## config.mk

```make
export PLATFORM = sky130hd
export DESIGN_NAME = ascii_line_checksum_receiver_unit
export DESIGN_NICKNAME = d
export VERILOG_FILES = /design/src/rtl/alcr_pkg.sv /design/src/rtl/ascii_line_checksum_receiver_unit.sv
export SDC_FILE = /design/constraint.sdc
export NUM_CORES = 1
export LEC_CHECK = 0
export BUFFER_PORTS_ARGS = -buffer_cell sky130_fd_sc_hd__buf_2
export CAP_MARGIN = 20
export CORE_ASPECT_RATIO = 1.25
export CORE_MARGIN = 2
export CORE_UTILIZATION = 55
export CTS_BUF_LIST = sky130_fd_sc_hd__clkbuf_2 sky130_fd_sc_hd__clkbuf_4 sky130_fd_sc_hd__clkbuf_8
export CTS_CLUSTER_SIZE = 24
export DETAILED_ROUTE_END_ITERATION = 8
export GPL_TIMING_DRIVEN = 0
export PLACE_DENSITY = 0.85
export SLEW_MARGIN = 40
export SYNTH_ARGS = -nofsm -noshare
export SYNTH_HDL_FRONTEND = slang
export SYNTH_SLANG_ARGS = --single-unit
export TNS_END_PERCENT = 50
```

## constraint.sdc

```tcl
create_clock -name clk -period 7.3 [get_ports clk]
set_input_delay 0.73 -clock clk [delete_from_list [all_inputs] [get_ports clk]]
set_output_delay 0.73 -clock clk [all_outputs]
set_load 0.1 [all_outputs]
```

## src/rtl/alcr_pkg.sv

```systemverilog
// Shared types, constants and helpers for the ASCII line checksum receiver.
// No dependencies; used by the top level and its checker.
`timescale 1ns / 1ps

package alcr_pkg;

  // Longest line, in received bytes, before it is cut off.
  localparam int unsigned MAX_LINE = 128;

  // Results one input beat can cause, and the result queue that holds them.
  localparam int unsigned MAX_RESULTS = 3;
  localparam int unsigned FIFO_DEPTH  = 4;
  localparam int unsigned FIFO_AW     = $clog2(FIFO_DEPTH);
  localparam int unsigned FIFO_CW     = $clog2(FIFO_DEPTH + 1);

  // Configuration register indexes.
  localparam int unsigned CFG_IDX_W = 2;
  localparam logic [CFG_IDX_W-1:0] CFG_END_CHAR     = CFG_IDX_W'(0);
  localparam logic [CFG_IDX_W-1:0] CFG_CHECK_ENABLE = CFG_IDX_W'(1);

  // Register reset values.
  localparam logic [7:0] END_CHAR_RESET     = 8'h0D;
  localparam logic       CHECK_ENABLE_RESET = 1'b1;

  typedef enum logic {
    KIND_DATA   = 1'b0,
    KIND_STATUS = 1'b1
  } out_kind_t;

  typedef enum logic [2:0] {
    ST_OK        = 3'd0,
    ST_NO_DATA   = 3'd1,
    ST_TOO_LONG  = 3'd2,
    ST_TOO_SHORT = 3'd3,
    ST_BAD_SUM   = 3'd4
  } line_status_t;

  typedef struct packed {
    logic [7:0] rx_byte;
    logic       no_data;
  } in_beat_t;

  typedef struct packed {
    out_kind_t    out_kind;
    logic [7:0]   out_byte;
    line_status_t line_status;
    logic [7:0]   line_length;
    logic         is_last;
  } out_beat_t;

  // {valid, nibble} for one hex digit character.
  function automatic logic [4:0] hex_digit(input logic [7:0] c);
    logic [4:0] r;
    r = 5'b0;
    if (c >= 8'h30 && c <= 8'h39) begin
      r = {1'b1, 4'(c - 8'h30)};
    end else if (c >= 8'h41 && c <= 8'h46) begin
      r = {1'b1, 4'(c - 8'h37)};
    end else if (c >= 8'h61 && c <= 8'h66) begin
      r = {1'b1, 4'(c - 8'h57)};
    end
    return r;
  endfunction

endpackage

```

## src/rtl/ascii_line_checksum_receiver_unit.sv

```systemverilog
// Top level of the ASCII line checksum receiver: line assembly, hex checksum
// verdict and a small result queue. Depends on alcr_pkg.
`timescale 1ns / 1ps

// Channel   Dir   Payload                      Handshake
// in_       in    alcr_pkg::in_beat_t          in_valid / in_ready
// out_      out   alcr_pkg::out_beat_t         out_valid / out_ready
// cfg_      in    index (2b) + data (8b)       cfg_valid / cfg_ready (always 1)
//
// One input beat per cycle; its 0..3 result beats enter a 4-deep queue at once
// and are visible the next cycle. The queue drains one beat per cycle while
// out_ready is high. in_ready is high while the queue holds at most one beat,
// so a beat with two or three results stalls input until the queue drains to
// one beat, longer while out_ready is low. Synchronous reset empties the queue,
// restarts the line, loads end_char = CR and check_enable = 1; no clearing pass.

module ascii_line_checksum_receiver_unit (
  input  logic                               clk,
  input  logic                               rst_n,
  input  logic                               in_valid,
  output logic                               in_ready,
  input  alcr_pkg::in_beat_t                 in_data,
  output logic                               out_valid,
  input  logic                               out_ready,
  output alcr_pkg::out_beat_t                out_data,
  input  logic                               cfg_valid,
  output logic                               cfg_ready,
  input  logic [alcr_pkg::CFG_IDX_W-1:0]     cfg_index,
  input  logic [7:0]                         cfg_data
);

  localparam int unsigned AW = alcr_pkg::FIFO_AW;
  localparam int unsigned CW = alcr_pkg::FIFO_CW;

  // Configuration registers
  logic [7:0] end_char_r;
  logic       check_enable_r;

  // Line state
  logic [7:0] byte_count_r, byte_count_nxt;
  logic [7:0] running_sum_r, running_sum_nxt;
  logic [7:0] held0_r, held0_nxt;   // older held byte
  logic [7:0] held1_r, held1_nxt;   // newest held byte

  // Result queue
  alcr_pkg::out_beat_t fifo_r [alcr_pkg::FIFO_DEPTH];
  logic [AW-1:0] wptr_r, rptr_r;
  logic [CW-1:0] count_r, count_nxt;

  // Results of the current input beat
  alcr_pkg::out_beat_t res [alcr_pkg::MAX_RESULTS];
  logic [1:0] nres;

  logic       in_fire, out_fire;
  logic [7:0] c;
  logic       hit_end;
  logic       too_long;
  logic [7:0] payload_sum;
  logic [4:0] hex_hi, hex_lo;
  logic       sum_ok;

  assign cfg_ready = 1'b1;
  assign in_ready  = (count_r <= CW'(alcr_pkg::FIFO_DEPTH - alcr_pkg::MAX_RESULTS));
  assign in_fire   = in_valid && in_ready;
  assign out_valid = (count_r != '0);
  assign out_fire  = out_valid && out_ready;
  assign out_data  = fifo_r[rptr_r];

  assign c        = in_data.rx_byte;
  assign hit_end  = (c == end_char_r);
  // The byte that brings the count to the limit closes the line.
  assign too_long = ({1'b0, byte_count_r} + 9'd1) >= 9'(alcr_pkg::MAX_LINE);

  assign payload_sum = running_sum_r - held0_r - held1_r;
  assign hex_hi      = alcr_pkg::hex_digit(held0_r);
  assign hex_lo      = alcr_pkg::hex_digit(held1_r);
  assign sum_ok      = hex_hi[4] && hex_lo[4] && ({hex_hi[3:0], hex_lo[3:0]} == payload_sum);

  // Decode one input beat into its results and the next line state.
  always_comb begin
    for (int k = 0; k < alcr_pkg::MAX_RESULTS; k++) begin
      res[k] = '{out_kind: alcr_pkg::KIND_DATA, out_byte: 8'h00,
                 line_status: alcr_pkg::ST_OK, line_length: 8'h00, is_last: 1'b0};
    end
    nres            = 2'd0;
    byte_count_nxt  = byte_count_r;
    running_sum_nxt = running_sum_r;
    held0_nxt       = held0_r;
    held1_nxt       = held1_r;

    if (in_data.no_data || hit_end || too_long) begin
      // Line closes: flush held bytes where required, then the status beat.
      // An end character wins over the length limit.
      if (check_enable_r && (in_data.no_data || (!hit_end && too_long) ||
                             (hit_end && byte_count_r < 8'd2))) begin
        if (byte_count_r >= 8'd2) begin
          res[nres].out_byte = held0_r;
          nres = nres + 2'd1;
        end
        if (byte_count_r >= 8'd1) begin
          res[nres].out_byte = held1_r;
          nres = nres + 2'd1;
        end
      end
      res[nres].out_kind    = alcr_pkg::KIND_STATUS;
      res[nres].line_length = byte_count_r;
      priority if (in_data.no_data) begin
        res[nres].line_status = alcr_pkg::ST_NO_DATA;
      end else if (hit_end) begin
        if (!check_enable_r) begin
          res[nres].line_status = alcr_pkg::ST_OK;
        end else if (byte_count_r < 8'd2) begin
          res[nres].line_status = alcr_pkg::ST_TOO_SHORT;
        end else begin
          res[nres].line_status = sum_ok ? alcr_pkg::ST_OK : alcr_pkg::ST_BAD_SUM;
          res[nres].line_length = byte_count_r - 8'd2;
        end
      end else begin
        res[nres].line_status = alcr_pkg::ST_TOO_LONG;
        res[nres].out_byte    = c;
        res[nres].line_length = byte_count_r + 8'd1;
      end
      nres            = nres + 2'd1;
      byte_count_nxt  = 8'h00;
      running_sum_nxt = 8'h00;
      held0_nxt       = 8'h00;
      held1_nxt       = 8'h00;
    end else begin
      // Ordinary byte: with checking on, release the byte two places back.
      if (check_enable_r) begin
        if (byte_count_r >= 8'd2) begin
          res[0].out_byte = held0_r;
          nres = 2'd1;
        end
      end else begin
        res[0].out_byte = c;
        nres = 2'd1;
      end
      held0_nxt       = held1_r;
      held1_nxt       = c;
      byte_count_nxt  = byte_count_r + 8'd1;
      running_sum_nxt = running_sum_r + c;
    end

    if (nres != 2'd0) begin
      res[nres - 2'd1].is_last = 1'b1;
    end
  end

  always_comb begin
    count_nxt = count_r;
    if (in_fire) begin
      count_nxt = count_nxt + CW'(nres);
    end
    if (out_fire) begin
      count_nxt = count_nxt - CW'(1);
    end
  end

  // Control and line state
  always_ff @(posedge clk) begin
    if (!rst_n) begin
      end_char_r     <= alcr_pkg::END_CHAR_RESET;
      check_enable_r <= alcr_pkg::CHECK_ENABLE_RESET;
      byte_count_r   <= 8'h00;
      running_sum_r  <= 8'h00;
      held0_r        <= 8'h00;
      held1_r        <= 8'h00;
      wptr_r         <= '0;
      rptr_r         <= '0;
      count_r        <= '0;
    end else begin
      if (cfg_valid && cfg_ready) begin
        unique case (cfg_index)
          alcr_pkg::CFG_END_CHAR:     end_char_r     <= cfg_data;
          alcr_pkg::CFG_CHECK_ENABLE: check_enable_r <= cfg_data[0];
          default: ;  // unknown index: ignored
        endcase
      end
      if (in_fire) begin
        byte_count_r  <= byte_count_nxt;
        running_sum_r <= running_sum_nxt;
        held0_r       <= held0_nxt;
        held1_r       <= held1_nxt;
        wptr_r        <= wptr_r + AW'(nres);
      end
      if (out_fire) begin
        rptr_r <= rptr_r + AW'(1);
      end
      count_r <= count_nxt;
    end
  end

  // Queue storage, no reset
  always_ff @(posedge clk) begin
    if (in_fire) begin
      for (int k = 0; k < alcr_pkg::MAX_RESULTS; k++) begin
        if (k < int'(nres)) begin
          fifo_r[wptr_r + AW'(k)] <= res[k];
        end
      end
    end
  end

endmodule

```

[Yosys cells after proc, flatten, opt, wreduce, memory -nomap -nowiden]
Memories as Yosys holds them, arrays and structs flattened. A register that Yosys moved wholly into a read port is not among the register bits.
Index checks and enable logic that the tools add are counted.
Widths: inputs -> output; s select.
Word-level totals
  bits in writable memories: 84
  bits of input ports: 24
  output and inout port bits: 24
  logic and storage cells: 160
  memories: 1
  register bits: 48
Memories
  fifo_r: words 4, bits a word 21, read ports 1, clocked after memory_dff 1, write ports 3, RTL line ascii_line_checksum_receiver_unit.sv:46  | alcr_pkg::out_beat_t fifo_r [alcr_pkg::FIFO_DEPTH];
Operators by class
  $add $sub $neg: 21
  multiplexer cells: 71
  reduce and logical (&&, ||, !) cells: 26
  bitwise logic cells: 3
  $lt $le $gt $ge: 26
  equal/unequal tests: 3
Operator list (count)
  $bwmux 63: 12
  $mux 63: 8
  $demux 21 s2: 6
  $mux 8: 9
  $mux 54: 1
  $mux 20: 2
  $ge 8x7->1 const B: 4
  $le 8x7->1 const B: 4
  $mux 5: 6
  $mux 21: 1
  $mux 2: 9
  $eq 8x8->1: 2
  $ge 8x6->1 const B: 2
  $le 8x6->1 const B: 2
  $logic_and 1x1->1: 16
  $sub 4x3->4 const B: 4
  $sub 8x8->8: 2
  $mux 1: 12
  $mux 12: 1
  $add 8x1->9 const B: 1
  $ge 3x3->1 const B: 3
  $ge 9x8->1 const B: 1
  $lt 3x1->1 const B: 3
  $mux 3: 3
  other kinds (25): 36

[Depth between registers and ports, before layout]
Gate-level depths: netlist (run 1).
  word-level depth: 28
  depth in mapped cells: 18
  depth with buffers taken out: 17

[Worst setup path after synthesis (run 1)]
No wires, ideal clock.
  path kind: register to register
  start: reg byte_count_r[7]
  end: mem fifo_r[2][0] (netlist bit) (enable)
  clock period less this slack: 5.112 ns
  path buffers: 3
  slack: 2.188 ns
  required time: 6.868 ns
  stages on the path, launching flop included: 15
  arrival: 4.680 ns
  library setup time: 0.432 ns
  cell sequence: dfxtp_1 > buf_6 > or4_4 > buf_6 > or3_1 > buf_4 > ha_1 > nand2_1 > a21oi_1 > ha_1 > inv_1 > o21ai_1 > inv_2 > o21ai_0 > a211oi_1
RTL lines
  start, declared: RTL line ascii_line_checksum_receiver_unit.sv:40  | logic [7:0] byte_count_r, byte_count_nxt;
  start signal, assigned: RTL line ascii_line_checksum_receiver_unit.sv:181  | byte_count_r <= byte_count_nxt;
  end, declared: RTL line ascii_line_checksum_receiver_unit.sv:46

==> impl_results.md, run 1 <==
* Run status: completed
* WP data required at 7500 ps
* NumNets Final at 1,136
* Synthesis Warnings at 0
* Row count at 53
* Synth cell types at 84
* Antenna cell count at 0
* CTS max path bufs at 2
* Yosys top cell by area: edfxtp_1
* Register area share after synthesis at 37.8%
* Post-Route Skew at 17.5 ps
* Root buffer cell: clkbuf_8
* Hold WC Path Type: input pin to register
* Power Density at approximately 290 nW/µm²
* H-tree levels at 4
* Final setup fails at 0
* Reg clk slew, reported paths at around 90 ps
* Final Slew Violations at 0
* Post-CTS setup buffer count at 0
* Highest clock rate at 0.187 GHz
* Post-Syn Area per Cell at 9.37 µm²
* Post-DP HPWL at 22,200 µm
* Remaining Overflow, GRT at 0
* Die area at 18,000 µm²
* Final instance area at 10,400 µm²
* Top-count cell post-synth: nand2_1
* Routed len/inst at 22.8 µm
* Async SR Flop Fraction at 0%
* Post-Place Cells at 1,268
* Fin. Hold Viols at 0
* Total track usage at between 30 and 40%
* DRC at 0
* Initial antenna violation count at 0
* Yosys top cell area share at 27.1%
* Critical path class: register to register
* DR vias at 8,833
* Final Non-Filler Cells at 1,300
* Via/cell ratio at 6.79
* Die Ht at approximately 150 µm
* Placer Congestion at 1.00
* Arr. time, crit path at between 5000 and 6000 ps
* Slew @ Worst Pin at 838 ps
* Part of the cycle the worst path needs at 73.1%
* CP max FO at 9
* Fill cell count at approximately 1,400
* Setup TNS at 0 ps
* Vias in the first global route at 8,473
* Largest net degree at the start of global routing at 17
* Syn_nets at roughly 1,100
* Num CTS Buffers at 17
* Clk Latency, worst-skew pair at 480 ps
* Initial core utilization at 55.8%
* Leak Pwr at 3.49 nW
* Post-synth EDFFs at 84
* Detail Route Antenna Nets at 0
* Area delta synth->final at 11.5%
* CTS resizes at 0
* Synth Cell Area at 9320 µm²
* CTS tree: done
* #FFs+latches synth at 134
* Type of origin of the critical path: register
* Area post-placement at roughly 10000 µm²
* Core Util, Final at 62.2%
* Final Critical Period at 5340 ps
* Cts hold-fix bufs at 0
* Critical Path Sink Type: register
* Largest cells by area after synthesis: edfxtp_1 27%, dfxtp_1 11%, mux4_2 5.1%
* Max IR drop VDD at 0.138 mV
* Normalized max-slew margin at between 40 and 50%
* Width of the die at 120 µm
* Final WL at roughly 30,000 µm
* Core Region at between 15,000 and 20,000 µm²
* Clock Sinks at 134
* Max Cap Viol at 0
* Pre-Repair DR Iteration Count at 9
* Share of cells above drive strength 1 at between 15 and 20%
* Post-Synthesis Cells at about 1,000
* DRT iter0 DRCs at 1,288
* Prevailing post-synth register cell: edfxtp_1
* RSZ-0062 raised after global routing: false
* First-pass GRT wire length at 46,400 µm
* Commonest cells in the netlist: 118 x nand2_1, 84 x edfxtp_1, 72 x a21oi_1, 72 x nor2_1, 50 x dfxtp_1
* PortBufs at between 40 and 50
* # IOs at 48
[final timing paths]
path / slack [ps] / to / depth (start not counted) / start
hold reg to reg: 480 / held0_r[5]$_SDFFE_PN0P_ / 2 / held0_r[5]$_SDFFE_PN0P_
setup / recovery: 1960 / fifo_r[0][7]$_DFFE_PP_ / 16 / byte_count_r[1]$_SDFFE_PN0P_
setup reg to reg: 1960 / fifo_r[0][7]$_DFFE_PP_ / 16 / byte_count_r[1]$_SDFFE_PN0P_
hold / removal: 460 / end_char_r[3]$_SDFFE_PN1P_ / 3 / cfg_data[3]
[critical path, cell delays in order, from the launching register on]
cell,delay [ps]
dfxtp_1,400
buf_2,230
inv_1,150
ha_1,210
nor4b_1,610
nand2_1,200
ha_1,340
nand2_1,70
a21oi_1,340
ha_1,210
clkbuf_1,390
nand2b_1,310
a21oi_1,530
mux2_2,390
a22o_1,210
o311ai_0,230
o21ai_0,220
[metrics by stage]
stage	power [mW]	setup slack (ps)	hold WS, ps
global placement	2.34	497	452
finish	3.05	1960	460
global route	3.18	1730	479
CTS	3.05	2160	455
detailed placement	2.38	2020	466
floorplan	2.09	2190	445
[cells in the final DEF (no fill, tap or decap), types with 5 or more instances in the layout]
master / synthesis / routed
a21oi_1: 72 / 72
xor2_1: 8 / 8
mux4_2: 21 / 21
mux2i_1: 11 / 11
and2_1: 11 / 11
fa_1: 9 / 9
buf_2: 21 / 67
a22oi_1: 18 / 18
edfxtp_1: 84 / 84
clkbuf_8: 0 / 17
a22o_1: 11 / 11
a21o_1: 6 / 6
o221ai_1: 31 / 31
a31oi_1: 11 / 11
a211oi_1: 13 / 8
nor2_1: 72 / 72
or3_1: 8 / 8
nor3_1: 19 / 16
dfxtp_1: 50 / 50
a221o_1: 13 / 13
inv_6: 0 / 5
nand2_1: 118 / 118
inv_1: 35 / 35
and3_1: 9 / 9
clkbuf_1: 43 / 43
o211ai_1: 15 / 15
mux2_2: 5 / 5
a21boi_0: 7 / 7
nor3b_1: 5 / 5
nand3_1: 39 / 39
o21ai_0: 42 / 42
nand4_1: 8 / 8
o22ai_1: 15 / 15
buf_4: 2 / 8
xnor2_1: 30 / 30
buf_6: 2 / 5
ha_1: 36 / 36
[power by group]
part | internal [mW] | switching [mW] | total, mW
combinational | 0.400 | 1.04 | 1.44
clock | 0.341 | 0.328 | 0.669
sequential | 0.893 | 0.0499 | 0.943
[area by class of cell]
class	instances	area, µm²	area share (%)
inverters	37	139	1.34
flip-flops and latches	134	3520	33.9
repair buffers	53	299	2.88
well taps	220	275	2.65
multi-input cells	752	5430	52.2
plain buffers	72	322	3.09
clock inverters	15	175	1.69
clock buffers	17	234	2.25
[sequential cells by signal, indices dropped and copies added (netlist names), named ones only]
register	cells
wptr_r	2
check_enable_r	1
byte_count_r	8
held1_r	8
held0_r	8
rptr_r	2
end_char_r	8
running_sum_r	8
count_r	3
fifo_r	84
[routing by layer]
metal | wire length [µm] | vias to the layer above | GRT usage (%)
li1 | - | 3931 | -
met1 | 10700 | 4155 | 41.0
met2 | 14300 | 601 | 56.8
met3 | 2910 | 146 | 6.25
met4 | 1690 | 0 | 17.2
met5 | 0 | - | 0
[logic make-up (layout without fill, tap and decap cells)]
logic type	Yosys count	after routing	synth area share, %
simple gates	320	320	16.4
other cells	1	1	0.0402
compound gates	310	310	23.4
flops	134	134	37.8
mux	37	37	6.86
buf+inv	109	194	4.91
xor+xnor	39	39	3.81
fa+ha+maj	45	45	6.77
No activity file was read; power rests on OpenSTA's default activity.
==> run 2: changes to the inputs <==
--- a/config.mk
+++ b/config.mk
@@ -14,7 +14,7 @@
 export CTS_CLUSTER_SIZE = 24
 export DETAILED_ROUTE_END_ITERATION = 8
 export GPL_TIMING_DRIVEN = 0
-export PLACE_DENSITY = 0.85
+export PLACE_DENSITY = 0.88
 export SLEW_MARGIN = 40
 export SYNTH_ARGS = -nofsm -noshare
 export SYNTH_HDL_FRONTEND = slang
==> constraint.sdc (replaced) <==
create_clock -name clk -period 4.76 [get_ports clk]
set_input_delay 0.476 -clock clk [delete_from_list [all_inputs] [get_ports clk]]
set_output_delay 0.476 -clock clk [all_outputs]
set_load 0.1 [all_outputs]
==> impl_results.md, run 2 (same netlist as run 1, synthesis figures left out) <==
* Post-Route Skew at 12.0 ps (was 17.5 ps)
* Clk Latency, worst-skew pair at 470 ps (was 480 ps)
* Part of the cycle the worst path needs at 95.6% (was 73.1%)
* Pre-Repair DR Iteration Count at 7 (was 9)
* PortBufs at 44 (unchanged)
* Final Critical Period at 4550 ps (was 5340 ps)
* Run status: completed (unchanged)
* Most frequent cells in the layout: 118 x nand2_1, 84 x edfxtp_1, 72 x nor2_1 (was 118 x nand2_1, 84 x edfxtp_1, 72 x a21oi_1, 72 x nor2_1, 67 x buf_2)
* Multi-input gate area at 5510 µm² (was 5430 µm²)
* RSZ-0062 raised after global routing: false (unchanged)
* Highest clock rate at 0.220 GHz (was 0.187 GHz)
* Max IR drop VDD at 0.199 mV (was 0.138 mV)
* Power Density at 448 nW/µm² (was 294 nW/µm²)
* CTS max path bufs at 2 (unchanged)
* Reg clk slew, reported paths at 90 ps (about the same)
* Slew @ Worst Pin at 858 ps (was 838 ps)
* Final Slew Violations at 0 (unchanged)
* Leak Pwr at 3.51 nW (was 3.49 nW)
* Die area at 18,000 µm² (unchanged)
* Setup TNS at 0 ps (unchanged)
* DRC at 0 (unchanged)
* CP max FO at 10 (was 9)
* Vias in the first global route at 8,520 (was 8,473)
* Final instance area at 10,500 µm² (was 10,400 µm²)
* CTS tree: done (unchanged)
* Cts hold-fix bufs at 0 (unchanged)
* Via/cell ratio at 6.85 (was 6.79)
* Type of origin of the critical path: register (unchanged)
* Core Region at 16,700 µm² (unchanged)
* Final WL at 29,900 µm (was 29,600 µm)
* Width of the die at 120 µm (unchanged)
* Clock Sinks at 134 (unchanged)
* Share of cells above drive strength 1 at 17.5% (was 15.6%)
* Initial antenna violation count at 0 (unchanged)
* Initial core utilization at 55.8% (unchanged)
* Post-DP HPWL at 22,600 µm (was 22,200 µm)
* Max Cap Viol at 0 (unchanged)
* Area delta synth->final at 12.8% (was 11.5%)
* Root buffer cell: clkbuf_8 (unchanged)
* Remaining Overflow, GRT at 0 (unchanged)
* Die Ht at 150 µm (unchanged)
* # IOs at 48 (unchanged)
* DR vias at 8,923 (was 8,833)
* Total track usage at 33.6% (about the same)
* Hold WC Path Type: input pin to register (unchanged)
* WP data required at 4960 ps (was 7500 ps)
* Largest register FFs at 84 (unchanged)
* Arr. time, crit path at 4750 ps (was 5530 ps)
* Critical path class: register to register (unchanged)
* Placer Congestion at 1.01 (was 1.00)
* Num CTS Buffers at 17 (unchanged)
* Detail Route Antenna Nets at 0 (unchanged)
* Antenna cell count at 0 (unchanged)
* Final setup fails at 0 (unchanged)
* Commonest non-fill, non-tap cell in the layout: nand2_1 (unchanged)
* Register with the most flip-flops: fifo_r (unchanged)
* Hold_ws at 219 ps (was 460 ps)
* Largest net degree at the start of global routing at 17 (unchanged)
* H-tree levels at 4 (unchanged)
* Area post-placement at 9990 µm² (was 9970 µm²)
* FF+latch area at 3520 µm² (unchanged)
* Fill cell count at 1,406 (was 1,443)
* Critical Path Sink Type: register (unchanged)
* Core Util, Final at 62.9% (was 62.2%)
* Row count at 53 (unchanged)
* NumNets Final at 1,139 (was 1,136)
* Fin. Hold Viols at 0 (unchanged)
* DRT iter0 DRCs at 1,187 (was 1,288)
* Routed len/inst at 23.0 µm (was 22.8 µm)
* First-pass GRT wire length at 46,400 µm (about the same)
* Normalized max-slew margin at 42.3% (was 43.9%)
-- run 2: cell count changes in the layout (fill, tap and decap cells not counted), moves of 3 or more --
cell / delta
clkbuf_2: +4
a211oi_1: -3
clkbuf_1: -4
clkinv_1: -3
-- run 2: layer usage --
layer,routed length [µm],up-vias,GRT usage (%)
li1,-,3947,-
met1,10700,4196,40.2
met2,14600,625,57.1
met3,2940,155,6.44
met4,1700,0,18.0
met5,0,-,0
-- run 2: stage by stage --
stage / worst slack [ps] / cells / power [mW]
after CTS: -66.0 / 1302 / 4.66
after floorplan: -352 / 995 / 3.21
final: 211 / 1303 / 4.70
after global routing: 25.0 / 1303 / 4.88
after detailed placement: -383 / 1269 / 3.67
after global placement: -2020 / 1259 / 3.59
-- run 2: cell type report --
| class | instances | share of cell area, % |
|---|---|---|
| timing repair buffer | 57 | 3.17 |
| sequential | 134 | 33.5 |
| multi-input combinational | 752 | 52.4 |
| buffer | 71 | 3.06 |
| clock buffer | 18 | 2.36 |
| tap | 220 | 2.62 |
| clock inverter | 14 | 1.54 |
| inverter | 37 | 1.35 |
-- run 2: final timing paths --
check	from	depth (start not counted)	slack [ps]	to
max reg2reg	byte_count_r[1]$_SDFFE_PN0P_	14	210	fifo_r[3][9]$_DFFE_PP_
min	cfg_data[2]	3	220	end_char_r[2]$_SDFFE_PN1P_
min reg2reg	end_char_r[2]$_SDFFE_PN1P_	2	500	end_char_r[2]$_SDFFE_PN1P_
max	byte_count_r[1]$_SDFFE_PN0P_	14	210	fifo_r[3][9]$_DFFE_PP_
-- run 2: power by group --
group	internal, mW	leakage (nW)	total (mW)	switching, mW
sequential	1.37	1.19	1.44	0.0744
clock	0.492	0.203	1.00	0.512
combinational	0.635	2.12	2.26	1.62
total	2.49	3.51	4.70	2.21
-- run 2: timing repair --
item                                    CTS  global route
pin swaps                                 2             0
gates resized for setup                   5            17
buffers inserted                          2             0
endpoints found under the setup margin   82           106
-- run 2: worst max-delay path: stages (launching register included) --
cell and delay, ps:
dfxtp_1 350, buf_2 190, or3_1 370, buf_2 220
or3_1 430, buf_4 200, ha_1 290, nand2_1 100
a21oi_4 220, ha_1 330, clkbuf_2 250, a211oi_2 430
mux2_2 390, a21oi_1 420, nor2_1 80
==> run 3: changes to the inputs <==
--- a/config.mk
+++ b/config.mk
@@ -6,15 +6,16 @@
 export NUM_CORES = 1
 export LEC_CHECK = 0
 export BUFFER_PORTS_ARGS = -buffer_cell sky130_fd_sc_hd__buf_2
-export CAP_MARGIN = 20
+export CELL_PAD_IN_SITES_DETAIL_PLACEMENT = 1
+export CELL_PAD_IN_SITES_GLOBAL_PLACEMENT = 1
 export CORE_ASPECT_RATIO = 1.25
 export CORE_MARGIN = 2
-export CORE_UTILIZATION = 55
+export CORE_UTILIZATION = 45
 export CTS_BUF_LIST = sky130_fd_sc_hd__clkbuf_2 sky130_fd_sc_hd__clkbuf_4 sky130_fd_sc_hd__clkbuf_8
 export CTS_CLUSTER_SIZE = 24
 export DETAILED_ROUTE_END_ITERATION = 8
 export GPL_TIMING_DRIVEN = 0
-export PLACE_DENSITY = 0.88
+export PLACE_DENSITY = 0.91
 export SLEW_MARGIN = 40
 export SYNTH_ARGS = -nofsm -noshare
 export SYNTH_HDL_FRONTEND = slang
==> impl_results.md, run 3 (same netlist as run 1, synthesis figures left out) <==
* PortBufs at 44 (unchanged)
* Largest register FFs at 84 (unchanged)
* Leak Pwr at 3.53 nW (was 3.51 nW)
* Max IR drop VDD at 0.307 mV (was 0.199 mV)
* Hold WC Path Type: input pin to register (unchanged)
* DR vias at 9,035 (was 8,923)
* Pre-Repair DR Iteration Count at 8 (was 7)
* Share of cells above drive strength 1 at 17.9% (was 17.5%)
* CTS max path bufs at 2 (unchanged)
* DRT iter0 DRCs at 949 (was 1,187)
* Total track usage at 30.9% (was 33.6%)
* NumNets Final at 1,143 (was 1,139)
* Antenna cell count at 0 (unchanged)
* Run status: completed (unchanged)
* Highest clock rate at 0.216 GHz (was 0.220 GHz)
* H-tree levels at 4 (unchanged)
* Switch share at 47.9% (was 47.0%)
* Clock Sinks at 134 (unchanged)
* CP max FO at 11 (was 10)
* Arr. time, crit path at 5000 ps (was 4750 ps)
* Commonest non-fill, non-tap cell in the layout: nand2_1 (unchanged)
* Power Density at 450 nW/µm² (was 448 nW/µm²)
* Initial core utilization at 46.0% (was 55.8%)
* Hold_ws at 204 ps (was 219 ps)
* Post-Place Cells at 1,318 (was 1,269)
* Row count at 58 (was 53)
* Width of the die at 133 µm (was 120 µm)
* Clk Latency, worst-skew pair at 490 ps (was 470 ps)
* First-pass GRT wire length at 52,200 µm (was 46,400 µm)
* R2R cell count at 18 (was 14)
* Register with the most flip-flops: fifo_r (unchanged)
* # IOs at 48 (unchanged)
* Post-DP HPWL at 25,300 µm (was 22,600 µm)
* Die Ht at 165 µm (was 150 µm)
* Final WL at 33,300 µm (was 29,900 µm)
* Final Non-Filler Cells at 1,357 (was 1,303)
* Worst R2R Setup Slack at 130 ps (was 210 ps)
* DRC at 0 (unchanged)
* FF-to-FF End: count_r[2]$_SDFF_PN0_ (was fifo_r[3][9]$_DFFE_PP_)
* Root buffer cell: clkbuf_8 (unchanged)
* Critical Path Sink: count_r[2]$_SDFF_PN0_ (was fifo_r[3][9]$_DFFE_PP_)
* Via/cell ratio at 6.66 (was 6.85)
* Die area at 21,900 µm² (was 18,000 µm²)
* Cts hold-fix bufs at 0 (unchanged)
* Post-Route Skew at 22.2 ps (was 12.0 ps)
* Share of power burned in registers at 30.3% (was 30.7%)
* CP startpoint: byte_count_r[1]$_SDFFE_PN0P_ (unchanged)
* Fill cell count at 2,349 (was 1,406)
* Largest net degree at the start of global routing at 17 (unchanged)
* Vias in the first global route at 9,304 (was 8,520)
* Area delta synth->final at 13.9% (was 12.8%)
* Critical path class: register to register (unchanged)
* Combinational share of power at 48.3% (was 48.0%)
* Type of origin of the critical path: register (unchanged)
* Reg clk slew, reported paths at 100 ps (was 90 ps)
* RSZ-0062 raised after global routing: true (was false)
* Detail Route Antenna Nets at 0 (unchanged)
* Routed len/inst at 24.5 µm (was 23.0 µm)
* Clk pwr share at 21.4% (was 21.3%)
* Final Slew Violations at 0 (unchanged)
* Crit Reg-Reg Startpoint: byte_count_r[1]$_SDFFE_PN0P_ (unchanged)
* Part of the cycle the worst path needs at 97.2% (was 95.6%)
* Fin. Hold Viols at 0 (unchanged)
* Core Region at 20,200 µm² (was 16,700 µm²)
* Placer Congestion at 0.985 (was 1.01)
* Remaining Overflow, GRT at 0 (unchanged)
* Switch Pwr at 2.29 mW (was 2.21 mW)
* Max Cap Viol at 0 (unchanged)
* Power Internal at 2.49 mW (about the same)
* Initial antenna violation count at 0 (unchanged)
* Most frequent cells in the layout: 118 x nand2_1, 84 x edfxtp_1, 72 x nor2_1 (unchanged)
* Num CTS Buffers at 17 (unchanged)
* Final setup fails at 0 (unchanged)
* Normalized max-slew margin at 30.6% (was 42.3%)
* Critical Path Sink Type: register (unchanged)
* WP data required at 5140 ps (was 4960 ps)
* CTS tree: done (unchanged)
* Final Critical Period at 4630 ps (was 4550 ps)
* Slew @ Worst Pin at 1040 ps (was 858 ps)
[run 3: cell types whose count changed in the layout (fill, tap and decap cells not counted), sizes merged]
cell,change
clkinv,-4
clkinvlp,+2
clkbuf,-1
inv,+2
buf,+5
[run 3: layer usage]
layer	wire (µm)	global-route usage [%]	share of wire, %	up-vias
li1	-	-	-	3948
met1	12700	36.1	38	4475
met2	16700	55.8	50	478
met3	2330	5.06	7.0	134
met4	1590	13.8	4.8	0
met5	0	0	0	-
[run 3: cell type report]
cell class	instances	area, µm²	area share (%)
clock inverters	14	163	1.53
clock buffers	18	241	2.28
well taps	270	338	3.18
repair buffers	61	360	3.40
plain buffers	71	320	3.02
flip-flops and latches	134	3520	33.2
multi-input cells	752	5530	52.1
inverters	37	139	1.31
[run 3: stage by stage]
step	area, µm²	setup WS, ps	TNS (ps)	utilization (%)	power, mW
floorplan	9320	-352	-16540	-	3.21
global placement	9880	-2210	-178020	48.8	3.61
detailed placement	10000	-630	-38350	49.6	3.72
CTS	10500	17.0	0	51.8	4.74
global route	10600	-81.4	-296	52.4	4.97
finish	10600	132	0	52.4	4.78
[run 3: worst min path at each step]
| stage | slack [ps] | cells past startpoint | endpoint | start |
|---|---|---|---|---|
| floorplan | 440 | 2 | held0_r[5]$_SDFFE_PN0P_ | held0_r[5]$_SDFFE_PN0P_ |
| global placement | 460 | 2 | held0_r[5]$_SDFFE_PN0P_ | held0_r[5]$_SDFFE_PN0P_ |
| detailed placement | 480 | 2 | held0_r[5]$_SDFFE_PN0P_ | held0_r[5]$_SDFFE_PN0P_ |
| CTS | 190 | 3 | end_char_r[3]$_SDFFE_PN1P_ | cfg_data[3] |
| global route | 240 | 3 | end_char_r[2]$_SDFFE_PN1P_ | cfg_data[2] |
| finish | 200 | 3 | end_char_r[3]$_SDFFE_PN1P_ | cfg_data[3] |
[run 3: what timing repair did]
item                                    in CTS  in global routing
setup buffers                                4                  4
pin swaps                                    1                  2
resized for setup                            6                 17
endpoints found under the setup margin     150                 66
[run 3: power by group through the flow]
stage	clock [mW]	combinational (mW)	sequential, mW
CTS	1.03	2.27	1.45
floorplan	0	1.76	1.45
finish	1.02	2.31	1.45
global placement	0	2.14	1.47
global route	1.07	2.44	1.46
detailed placement	0	2.24	1.48
[run 3: critical path, stage by stage, from the launching register on]
cell and delay (ps):
dfxtp_1 360, buf_2 200, or3_1 370, buf_2 210
or3_1 420, buf_4 200, ha_1 310, nand2_1 140
a21oi_4 60, buf_4 190, a21oi_2 230, clkbuf_2 310
ha_1 230, fa_1 430, a31oi_1 260, ha_1 190
nand2_1 60, xor2_1 170, and2_1 170
